<file path="src/rtl/pst_pkg.sv">
// pst_pkg: shared types, codes and helpers of the probe signature table.
// Used by pst_cell and probe_signature_table_unit; depends on nothing.
`default_nettype none

package pst_pkg;

  // default table depth
  localparam int ENTRIES_DEF = 64;

  // config port geometry: one 32-bit register at byte address 0
  localparam int ADDR_W = 3;
  localparam int DATA_W = 32;
  localparam logic REG_RETAIN = 1'b0;   // register index, taken from paddr[2]

  // command codes of an input item
  localparam logic CMD_PROBE = 1'b0;
  localparam logic CMD_SCAN  = 1'b1;

  localparam logic [15:0] CAP16 = 16'hFFFF;

  typedef enum logic [1:0] {
    ST_IDLE,
    ST_WALK,
    ST_FIN
  } pst_state_t;

  // search record handed from cell to cell (slot indexes travel beside it)
  typedef struct packed {
    logic        go;
    logic        hit;
    logic [15:0] hit_hits;
    logic [15:0] hit_first;
    logic [15:0] old_last;
  } pst_rec_t;

  // update broadcast to every cell (slot index travels beside it)
  typedef struct packed {
    logic        en;
    logic        fresh;
    logic [47:0] addr;
    logic [31:0] hash;
    logic [15:0] scan;
    logic [15:0] hits;
  } pst_upd_t;

  function automatic logic [15:0] sat_inc16(input logic [15:0] v);
    sat_inc16 = (v == CAP16) ? v : v + 16'd1;
  endfunction

endpackage

`default_nettype wire

</file>
<file path="src/rtl/pst_cell.sv">
// pst_cell: one table entry plus one stage of the search record chain.
// Depends on pst_pkg (record and update structs).
`default_nettype none

module pst_cell #(
  parameter int ENTRIES = pst_pkg::ENTRIES_DEF,
  parameter int IDX     = 0
) (
  input  wire                          clk,
  input  wire                          rst_n,
  input  wire [47:0]                   key_addr,
  input  wire [31:0]                   key_hash,
  input  wire [$clog2(ENTRIES+1)-1:0]  fill,
  input  pst_pkg::pst_rec_t            rec_i,
  input  wire [$clog2(ENTRIES)-1:0]    hit_slot_i,
  input  wire [$clog2(ENTRIES)-1:0]    old_slot_i,
  output pst_pkg::pst_rec_t            rec_o,
  output logic [$clog2(ENTRIES)-1:0]   hit_slot_o,
  output logic [$clog2(ENTRIES)-1:0]   old_slot_o,
  input  pst_pkg::pst_upd_t            upd,
  input  wire [$clog2(ENTRIES)-1:0]    upd_slot
);

  localparam int IDX_W  = $clog2(ENTRIES);
  localparam int FILL_W = $clog2(ENTRIES + 1);
  localparam logic [IDX_W-1:0]  MY_SLOT = IDX_W'(IDX);
  localparam logic [FILL_W-1:0] MY_FILL = FILL_W'(IDX);

  // entry storage, undefined until first written
  logic [47:0] addr_r;
  logic [31:0] hash_r;
  logic [15:0] first_r;
  logic [15:0] last_r;
  logic [15:0] hits_r;

  pst_pkg::pst_rec_t     rec_nxt, rec_r;
  logic [IDX_W-1:0]      hit_slot_nxt, hit_slot_r;
  logic [IDX_W-1:0]      old_slot_nxt, old_slot_r;
  logic                  filled, match, older, wr;

  assign filled = MY_FILL < fill;
  assign match  = rec_i.go && filled && !rec_i.hit &&
                  (addr_r == key_addr) && (hash_r == key_hash);
  assign older  = rec_i.go && filled && (last_r < rec_i.old_last);
  assign wr     = upd.en && (upd_slot == MY_SLOT);

  always_comb begin
    rec_nxt      = rec_i;
    hit_slot_nxt = hit_slot_i;
    old_slot_nxt = old_slot_i;
    if (match) begin
      rec_nxt.hit       = 1'b1;
      rec_nxt.hit_hits  = hits_r;
      rec_nxt.hit_first = first_r;
      hit_slot_nxt      = MY_SLOT;
    end
    if (older) begin
      rec_nxt.old_last = last_r;
      old_slot_nxt     = MY_SLOT;
    end
  end

  // only the go flag needs a reset; the rest follows it through the row
  always_ff @(posedge clk) begin
    if (!rst_n) begin
      rec_r.go <= 1'b0;
    end else begin
      rec_r.go <= rec_nxt.go;
    end
    rec_r.hit       <= rec_nxt.hit;
    rec_r.hit_hits  <= rec_nxt.hit_hits;
    rec_r.hit_first <= rec_nxt.hit_first;
    rec_r.old_last  <= rec_nxt.old_last;
    hit_slot_r      <= hit_slot_nxt;
    old_slot_r      <= old_slot_nxt;
  end

  always_ff @(posedge clk) begin
    if (wr) begin
      if (upd.fresh) begin
        addr_r  <= upd.addr;
        hash_r  <= upd.hash;
        first_r <= upd.scan;
      end
      last_r <= upd.scan;
      hits_r <= upd.hits;
    end
  end

  assign rec_o      = rec_r;
  assign hit_slot_o = hit_slot_r;
  assign old_slot_o = old_slot_r;

endmodule

`default_nettype wire
</file>
<file path="config.mk">
export PLATFORM = sky130hd
export DESIGN_NAME = pst_cell
export DESIGN_NICKNAME = d
export VERILOG_FILES = /design/src/rtl/pst_pkg.sv /design/src/rtl/pst_cell.sv
export SDC_FILE = /design/constraint.sdc
export NUM_CORES = 1
export LEC_CHECK = 0
export BUFFER_PORTS_ARGS = -buffer_cell sky130_fd_sc_hd__buf_4
export CORE_MARGIN = 2
export CORE_UTILIZATION = 42
export DETAILED_ROUTE_END_ITERATION = 10
export PLACE_DENSITY = 0.76
export SLEW_MARGIN = 0
export SYNTH_ARGS = -nofsm -noshare
export SYNTH_HDL_FRONTEND = slang
export SYNTH_SLANG_ARGS = --single-unit
</file>
<file path="constraint.sdc">
create_clock -name clk -period 7.1 [get_ports clk]
set_input_delay 0.71 -clock clk [delete_from_list [all_inputs] [get_ports clk]]
set_output_delay 0.71 -clock clk [all_outputs]
set_load 0.01 [all_outputs]
</file>
# --- Word-level counts from Yosys, hierarchy flattened ---
# Index checks and enable logic that the tools add are counted.
classes:
  muxes: 2
  n_eq_ne: 2
  reduce_logical: 9
  magnitude_cmp: 2
op_table:
  columns: ["operator", "count"]
  rows:
  - ["$eq A48 B48 Y1", 1]
  - ["$eq A32 B32 Y1", 1]
  - ["$mux W32", 1]
  - ["$lt A16 B16 Y1", 1]
  - ["$mux W16", 1]
  - ["$lt A1 B7 Y1 const A", 1]
  - ["$logic_and A1 B1 Y1", 6]
  - ["$logic_not A6 Y1", 1]
  - ["$reduce_and A2 Y1", 1]
  - ["$logic_not A1 Y1", 1]
word_totals:
  elab_cells: 27
  out_inout_bits: 62
  register_bits: 190
  in_bits: 271

# --- Longest topological paths before layout ---
# Gate-level depths: netlist (run 1).
depth:
  depth_word: 6
  depth_mapped: 9
  ltp_nobuf: 8

# --- Worst setup path before layout (run 1) ---
# No wires, ideal clock.
synth_timing:
  path_kind: "input to register"
  from: "input upd_slot[2]"
  to: "register addr_r[0], enable pin"
  required_time_ns: 6.636
  slack_ns: -0.379
  n_path_buf: 0
  cell_stages: 3
  setup_time_ns: 0.464
  arrival_time_ns: 7.016
  cell_sequence: "or4b_2 nor4_1 and2_1"
synth_via:
  elab_chain_cells: 3
synth_rtl:
  columns: ["item", "line", "text"]
  rows:
  - ["start: declaration", "pst_cell.sv:21", "input wire [$clog2(ENTRIES)-1:0] upd_slot"]
  - ["$logic_not A6 Y1", "pst_cell.sv:45", "assign wr = upd.en && (upd_slot == MY_SLOT);"]
  - ["$logic_and A1 B1 Y1", "pst_cell.sv:45", null]
  - ["net wr", "pst_cell.sv:39", "logic filled, match, older, wr;"]
  - ["$reduce_and A2 Y1 (no line)", null, null]
  - ["end signal: assignment", "pst_cell.sv:81", "addr_r <= upd.addr;"]
  - ["end: declaration", "pst_cell.sv:30", "logic [47:0] addr_r;"]
# The timed path passes the listed nets, and every way through them passes these cells.
# A chain may end at the register's enable or synchronous reset.

# --- Final worst setup path (run 1) ---
layout_timing:
  from: "input upd_slot[2]"
  to: "register first_r[4], enable pin"
layout_via:
  elab_chain_cells: 3
layout_rtl:
  columns: ["item", "line", "text"]
  rows:
  - ["$logic_not A6 Y1", "pst_cell.sv:45", null]
  - ["$logic_and A1 B1 Y1", "pst_cell.sv:45", null]
  - ["net wr", "pst_cell.sv:39", null]
  - ["$reduce_and A2 Y1 (no line)", null, null]
  - ["end signal: assignment", "pst_cell.sv:83", "first_r <= upd.scan;"]
  - ["end: declaration", "pst_cell.sv:32", "logic [15:0] first_r;"]
# The timed path passes the listed nets, and every way through them passes these cells.

==> results of run 1 <==
synthesized netlist by cell type (all sizes together):
| cell type | n |
|---|---|
| nand4 | 14 |
| nand2b | 2 |
| nand3 | 2 |
| nor3 | 1 |
| a2111oi | 2 |
| a221oi | 2 |
| o211ai | 1 |
| or4 | 2 |
| or4b | 1 |
| a22o | 2 |
| o22ai | 3 |
| nor4 | 10 |
| clkbuf | 1 |
| o31ai | 1 |
| xor2 | 24 |
| a21oi | 3 |
| a211oi | 1 |
| o21ai | 1 |
| a21o | 6 |
| buf | 5 |
| inv | 32 |
| o41ai | 1 |
| mux2 | 48 |
| xnor2 | 39 |
| edfxtp | 128 |
| and2 | 14 |
| nor2b | 7 |
| dfxtp | 62 |
| o2bb2ai | 2 |
| ha | 15 |
| o221ai | 3 |
| a2111o | 2 |
| nor2 | 3 |
per-stage QoR:
step / hold slack (ns) / util [%] / cell area [um2]
after floorplan: 0.4493 / - / 7132
final: 0.4688 / 63.13 / 10470
after detailed placement: 0.4578 / 59.61 / 9886
after global routing: 0.4420 / 63.13 / 10470
after global placement: 0.4540 / 59.61 / 9886
after CTS: 0.4449 / 63.13 / 10470
worst min-delay path by stage:
stage | from | to | slack, ns
global placement | hits_r[7] | rec_o[39] | 0.45
detailed placement | first_r[5] | rec_o[21] | 0.46
floorplan | first_r[0] | rec_o[16] | 0.45
global route | upd[53] | hash_r[21] | 0.44
CTS | upd[63] | hash_r[31] | 0.44
finish | hits_r[15] | rec_o[47] | 0.47
final cells by class:
class | count | area (um2) | share of cell area (%)
Sequential cell | 190 | 5085 | 48.57
Timing Repair Buffer | 334 | 2507 | 23.95
Multi-Input combinational cell | 212 | 1898 | 18.13
Clock buffer | 25 | 506.7 | 4.840
Tap cell | 220 | 275.3 | 2.629
Inverter | 32 | 120.1 | 1.147
Clock inverter | 7 | 76.32 | 0.7291
cell families (layout without fill, tap and decap cells):
kind of cell / count (synthesis) / in the layout
AO/OA/AOI/OAI: 30 / 30
adder cells (fa/ha/maj): 15 / 15
XOR/XNOR: 63 / 63
multiplexers: 48 / 48
buffers and inverters: 38 / 398
AND/OR/NAND/NOR: 56 / 56
flip-flops: 190 / 190
layer usage:
metal | GRT usage, % | up-vias | part of all wire (%) | routed length [um]
li1 | - | 2305 | - | -
met4 | 8.830 | 0 | 3.0 | 524
met1 | 20.93 | 2200 | 36 | 6302
met2 | 34.41 | 214 | 53 | 9097
met5 | 0 | - | 0 | 0
met3 | 6.349 | 35 | 7.9 | 1371
power groups by stage:
| stage | logic [mW] | registers, mW | clock network, mW |
|---|---|---|---|
| final | 0.227 | 1.21 | 0.923 |
| after floorplan | 0.0522 | 1.25 | 0 |
| after CTS | 0.230 | 1.21 | 0.944 |
| after detailed placement | 0.229 | 1.24 | 0 |
| after global routing | 0.245 | 1.21 | 0.991 |
| after global placement | 0.223 | 1.23 | 0 |
flip-flops by register name, indices dropped and copies added (netlist names):
register,cells
old_slot_o,6
last_r,16
addr_r,48
rec_o,50
hits_r,16
hit_slot_o,6
hash_r,32
first_r,16
==> summary.log, run 1 <==
INFO  outcome        status=complete, no violations
INFO  sta            setup_viol_count_final=0
INFO  power          power_switching=0.4684mW
INFO  global_route   grt_util_all_layers=19.36%
INFO  clock_network  cts_resized=0
INFO  synthesis      ys_seq_area_share=71.36%
INFO  drt            wl=17,300um
INFO  setup_path     crit_chain=buf_4, or4b_2, nor4_4, buf_4, and2_4, buf_4
INFO  clock_network  ctsRootBufferMaster=clkbuf_16
INFO  cells_and_area final_cell_count_no_fill=1,020
INFO  place          replace_congestion=0.8652
INFO  clock_network  cts_tree=yes
INFO  place          dp_cells=988
INFO  clock_network  postCtsSetupRepairBufs=0
INFO  drt            detail_route.vias_per_cell=4.661
INFO  synthesis      postSynthAreaPerCell=16.19um2
INFO  drt            detail-route-antenna-nets=0
INFO  setup_path     timing.setup.critical_path_class=in2reg
INFO  power          vdd.ir_drop.worst=0.1494mV
INFO  synthesis      post_synth_num_cell_types=38
INFO  cells_and_area drive_above_1_share=51.88%
INFO  global_route   grt_max_degree=62
INFO  cells_and_area most_common_cell_after_layout_fill_and_taps_aside=buf_4
INFO  synthesis      dominant_combinational_cell_family_by_area_after_synthesis=multiplexers
INFO  clock_network  clk_latency=0.41ns
INFO  setup_path     worst-path-max-fanout=61
INFO  synthesis      yosys_register_bits=190
INFO  setup_path     cp.depth=6
INFO  global_route   antenna_violations_before_repair=0
INFO  global_route   global_route.overflow_total=0
INFO  place          place.port_buffers=332
INFO  floorplanning  floorplan.io_pins=333
INFO  sta            slew_violations=0
INFO  floorplanning  core-area=16,580um2
INFO  synthesis      syn_nets=726
INFO  drt            dr.pass1.iters=6
INFO  drt            post-route-drc-count=0
INFO  sta            clock-skew-final=0.007646ns
INFO  cells_and_area nets=1,073
INFO  power          power.total=2.361mW
INFO  setup_path     ff2ff_path_depth=6
INFO  synthesis      synth-compound-area-share=3.371%
INFO  clock_network  cts.hold.buffers_added=0
INFO  power          internal_power=1.893mW
INFO  sta            period_needed=3.379ns
INFO  clock_network  cts.sinks=190
INFO  setup_path     worst_setup_path_start_kind=input port
INFO  job            max-cap-violations=0
INFO  synthesis      post-synth-top-area-fraction=53.94%
INFO  drt            detailedRoute.firstIterationViolations=136
INFO  clock_network  cts.htree.levels=4
INFO  floorplanning  floorplan.die.height=134.3um
INFO  floorplanning  die_x=134.3um
INFO  synthesis      synthTopCellsByArea=edfxtp_1, dfxtp_1, mux2_2
INFO  sta            final.setup.worst_slack=3.721ns
INFO  setup_path     max_stage_delay=0.73ns
INFO  synthesis      arithmetic_cell_share_of_the_synthesized_area_counting_full_adders_half_adders_and_majority_gates=2.634%
INFO  synthesis      synth_area=7126um2
INFO  power          cellLeakagePower=4.417nW
INFO  min_path       min_path_type=reg2reg
INFO  global_route   via_count_of_the_first_global_routing_pass=5,240
INFO  power          power.clock.fraction=39.1%
INFO  sta            worst_slew_margin_rel=45.26%
INFO  setup_path     worst-endpoint-required=7.14ns
INFO  place          detailed_place_hpwl=13,720um
INFO  synthesis      yosys-mux-area-fraction=7.744%
INFO  sta            totalNegativeSetupSlack=0ns
INFO  setup_path     setup.worst_path.end_class=flip-flop
INFO  setup_path     crit_top_cell=buf_4
INFO  sta            worst_slew_pin_slew=0.8210ns
INFO  synthesis      post_synth_and_or_nand_nor_area_fraction=4.899%
INFO  power          seq_power_share=51.3%
INFO  synthesis      synth-warning-count=0
INFO  cells_and_area most-common-layout-cells=buf_4, edfxtp_1, dfxtp_1
INFO  setup_path     timing.rr.start=addr_r[13]
INFO  floorplanning  die_area=18,020um2
INFO  drt            avgRoutedWirePerCell=16.96um
INFO  setup_path     timing.critical_path.from=upd_slot[2]
INFO  cells_and_area inserted_diodes=0
INFO  synthesis      postSynthCellCount=440
INFO  clock_network  cts_buffers=17
INFO  clock_network  ctsLongestPathBuffers=2
INFO  setup_path     cp.arrival=3.42ns
INFO  clock_network  path_clk_slew=0.06ns
INFO  place          dpl_worst_slack=3.249ns
INFO  setup_path     critical_path.n_buffers_inverters=3
INFO  sta            hold_viol_final=0
INFO  setup_path     register_to_register_setup_slack=4.35ns
INFO  sta            post-route-period-util=47.60%
INFO  setup_path     capturing_instance_or_port_of_the_critical_path=first_r[4]
INFO  drt            via_count=4,754
INFO  synthesis      post_synth_xor_area_fraction=7.744%
INFO  sta            grt_setup_unrepaired=false
INFO  setup_path     critical_path.slowest_cell=buf_4
INFO  floorplanning  initial_core_util=42.97%
INFO  power          netSwitchingFraction=19.84%
INFO  power          comb_power_share=9.6%
INFO  setup_path     worstReg2RegEnd=rec_o[31]
INFO  min_path       holdPathStages=1
INFO  setup_path     critical_path.top_delay_family=simple AND/OR/NAND/NOR gates
INFO  cells_and_area fill_cells=1,285
INFO  cells_and_area area_growth_syn_to_layout=46.92%
INFO  synthesis      synth_top_area_cell=edfxtp_1
INFO  power          power_density=225.5nW/um2
INFO  global_route   grt_first_pass_wirelength=26,330um
INFO  sta            maxClockFrequency=0.2959GHz
INFO  floorplanning  rows=47
Note: power is estimated with default switching activity, not from simulation.
==> run 2, diff against run 1 <==
clock period = 2.7 ns   (was 7.1 ns; I/O delays follow)
==> run 2 against run 1 <==
  * Power rose to 2.7 times the previous value
  * Sequential share of layout area is 1.1 points lower
  * Via count up 4.1%
  * Final area up 2.4%
  * Flip-flop and latch count did not move
  * Core utilization up 1.5 points
  * Register-to-register slack lost 4.2 ns
  * Worst hold slack worse by 0.45 ns
  * Final cell count is 2.2% higher
  * First-iteration DRC count grew 38%
  * Non-clock buffer count rose by 22
==> summary.log, run 2 (synthesis gave the netlist of run 1 again) <==
INFO  setup_path     timing.setup.critical_path_class=reg2reg
INFO  global_route   antenna_violations_before_repair=0
INFO  setup_path     critical_path.slowest_cell=or4_4
INFO  floorplanning  floorplan.io_pins=333
INFO  clock_network  cts_buffers=17
INFO  clock_network  ctsLongestPathBuffers=2
INFO  floorplanning  rows=47
INFO  power          internal_power=4.925mW
INFO  global_route   grt_util_all_layers=19.50%
INFO  setup_path     worst-endpoint-required=3.01ns
INFO  clock_network  path_clk_slew=0.07ns
INFO  setup_path     max_stage_delay=0.56ns
INFO  cells_and_area drive_above_1_share=51.70%
INFO  job            max-cap-violations=0
INFO  power          cellLeakagePower=4.532nW
INFO  clock_network  ctsRootBufferMaster=clkbuf_16
INFO  floorplanning  core-area=16,580um2
INFO  drt            wl=17,880um
INFO  drt            detail_route.vias_per_cell=4.750
INFO  cells_and_area most-common-layout-cells=buf_4, edfxtp_1, dfxtp_1
INFO  sta            maxClockFrequency=0.3879GHz
INFO  clock_network  cts_resized=0
INFO  power          power.total=6.257mW
INFO  power          comb_power_share=10.0%
INFO  cells_and_area finalCoreUtilization=64.65%
INFO  power          vdd.ir_drop.worst=0.4096mV
INFO  sta            grt_setup_unrepaired=false
INFO  global_route   grt_first_pass_wirelength=26,800um
INFO  floorplanning  floorplan.die.height=134.3um
INFO  clock_network  cts.sinks=190
INFO  sta            setup_viol_count_final=0
INFO  sta            worst_slew_margin_rel=68.73%
INFO  place          replace_congestion=0.8259
INFO  power          power_switching=1.332mW
INFO  sta            hold_viol_final=0
INFO  clock_network  clk_latency=0.42ns
INFO  sta            post-route-period-util=95.48%
INFO  global_route   global_route.overflow_total=0
INFO  clock_network  cts.htree.levels=4
INFO  global_route   via_count_of_the_first_global_routing_pass=5,419
INFO  place          place.port_buffers=332
INFO  power          seq_power_share=50.9%
INFO  cells_and_area most_common_cell_after_layout_fill_and_taps_aside=buf_4
INFO  drt            post-route-drc-count=0
INFO  setup_path     crit_chain=nor2b_1, a2111o_1, a2111oi_2, nand4_1, or4_4, buf_4, mux2_4
INFO  floorplanning  initial_core_util=42.97%
INFO  floorplanning  die_area=18,020um2
INFO  power          power_density=583.6nW/um2
INFO  drt            via_count=4,949
INFO  global_route   grt_max_degree=81
INFO  setup_path     setup.worst_path.end_class=flip-flop
INFO  sta            period_needed=2.578ns
INFO  sta            slew_violations=0
INFO  cells_and_area largest_register_ff_count=50
INFO  setup_path     cp.arrival=2.89ns
INFO  drt            dr.pass1.iters=6
INFO  sta            worst_slew_pin_slew=0.4691ns
INFO  clock_network  postCtsSetupRepairBufs=0
INFO  setup_path     worst-path-max-fanout=17
INFO  setup_path     worst_setup_path_start_kind=flip-flop
INFO  floorplanning  die_x=134.3um
INFO  cells_and_area inserted_diodes=0
INFO  sta            clock-skew-final=0.01162ns
INFO  cells_and_area nets=1,095
INFO  drt            avgRoutedWirePerCell=17.16um
INFO  drt            detailedRoute.firstIterationViolations=187
INFO  min_path       min_path_type=in2reg
INFO  power          power.clock.fraction=39.1%
INFO  drt            detail-route-antenna-nets=0
INFO  power          netSwitchingFraction=21.29%
INFO  clock_network  cts_tree=yes
INFO  cells_and_area area_growth_syn_to_layout=50.46%
INFO  place          detailed_place_hpwl=13,970um
INFO  outcome        status=complete, no violations
==> run 2: power by group through the flow <==
| stage | sequential, mW | clock, mW | combinational (mW) |
|---|---|---|---|
| floorplan | 3.28 | 0 | 0.138 |
| global placement | 3.25 | 0 | 0.593 |
| detailed placement | 3.25 | 0 | 0.611 |
| CTS | 3.18 | 2.50 | 0.627 |
| global route | 3.19 | 2.62 | 0.671 |
| finish | 3.18 | 2.45 | 0.626 |
==> run 2: routing by layer <==
metal  wire, um  GRT usage, %  vias up
met5          0             0        -
met2       9611         35.63      226
li1           -             -     2356
met3       1250         5.253       41
met4        539         8.713        0
met1       6477         21.07     2326
==> run 2: area by class of cell <==
| cell class | instances | area, um2 |
|---|---|---|
| Clock buffer | 21 | 493.0 |
| Clock inverter | 11 | 98.84 |
| Fill cell | 1256 | 5862 |
| Inverter | 32 | 120.1 |
| Multi-Input combinational cell | 212 | 1902 |
| Sequential cell | 190 | 5085 |
| Tap cell | 220 | 275.3 |
| Timing Repair Buffer | 356 | 2748 |
==> run 2: per-stage QoR <==
step | cell area (um2) | setup TNS, ns | hold slack (ns) | cells | worst slack, ns
2_1_floorplan | 7147 | -59.69 | 0.3689 | 440 | -0.6218
3_3_place_gp | 9980 | 0 | 0.4480 | 995 | 0.1505
3_5_place_dp | 9980 | 0 | 0.4493 | 995 | 0.1159
4_1_cts | 10690 | 0 | 0.0005145 | 1039 | 0.1182
5_1_grt | 10720 | 0 | 0.0009494 | 1042 | 0.002283
6_report | 10720 | 0 | 0.01761 | 1042 | 0.1220
==> run 2: worst paths after layout <==
path | slack (ns) | from | cells after the start | end
max | 0.12 | addr_r[13] | 7 | rec_o[44]
min | 0.02 | upd[107] | 1 | addr_r[43]
max reg2reg | 0.12 | addr_r[13] | 7 | rec_o[44]
min reg2reg | 0.47 | first_r[2] | 1 | rec_o[18]
==> run 2: critical path, delay by kind of cell, from the launching register on <==
kind,cells,cell delay [ns]
compound gates,2,0.69
flops,1,0.39
simple gates,3,0.85
mux,1,0.31
buf+inv,1,0.22
==> run 2: repair_timing <==
action,CTS,global route
endpoints found under the hold margin,12,3
setup endpoints to repair,0,0
hold buffers,12,3
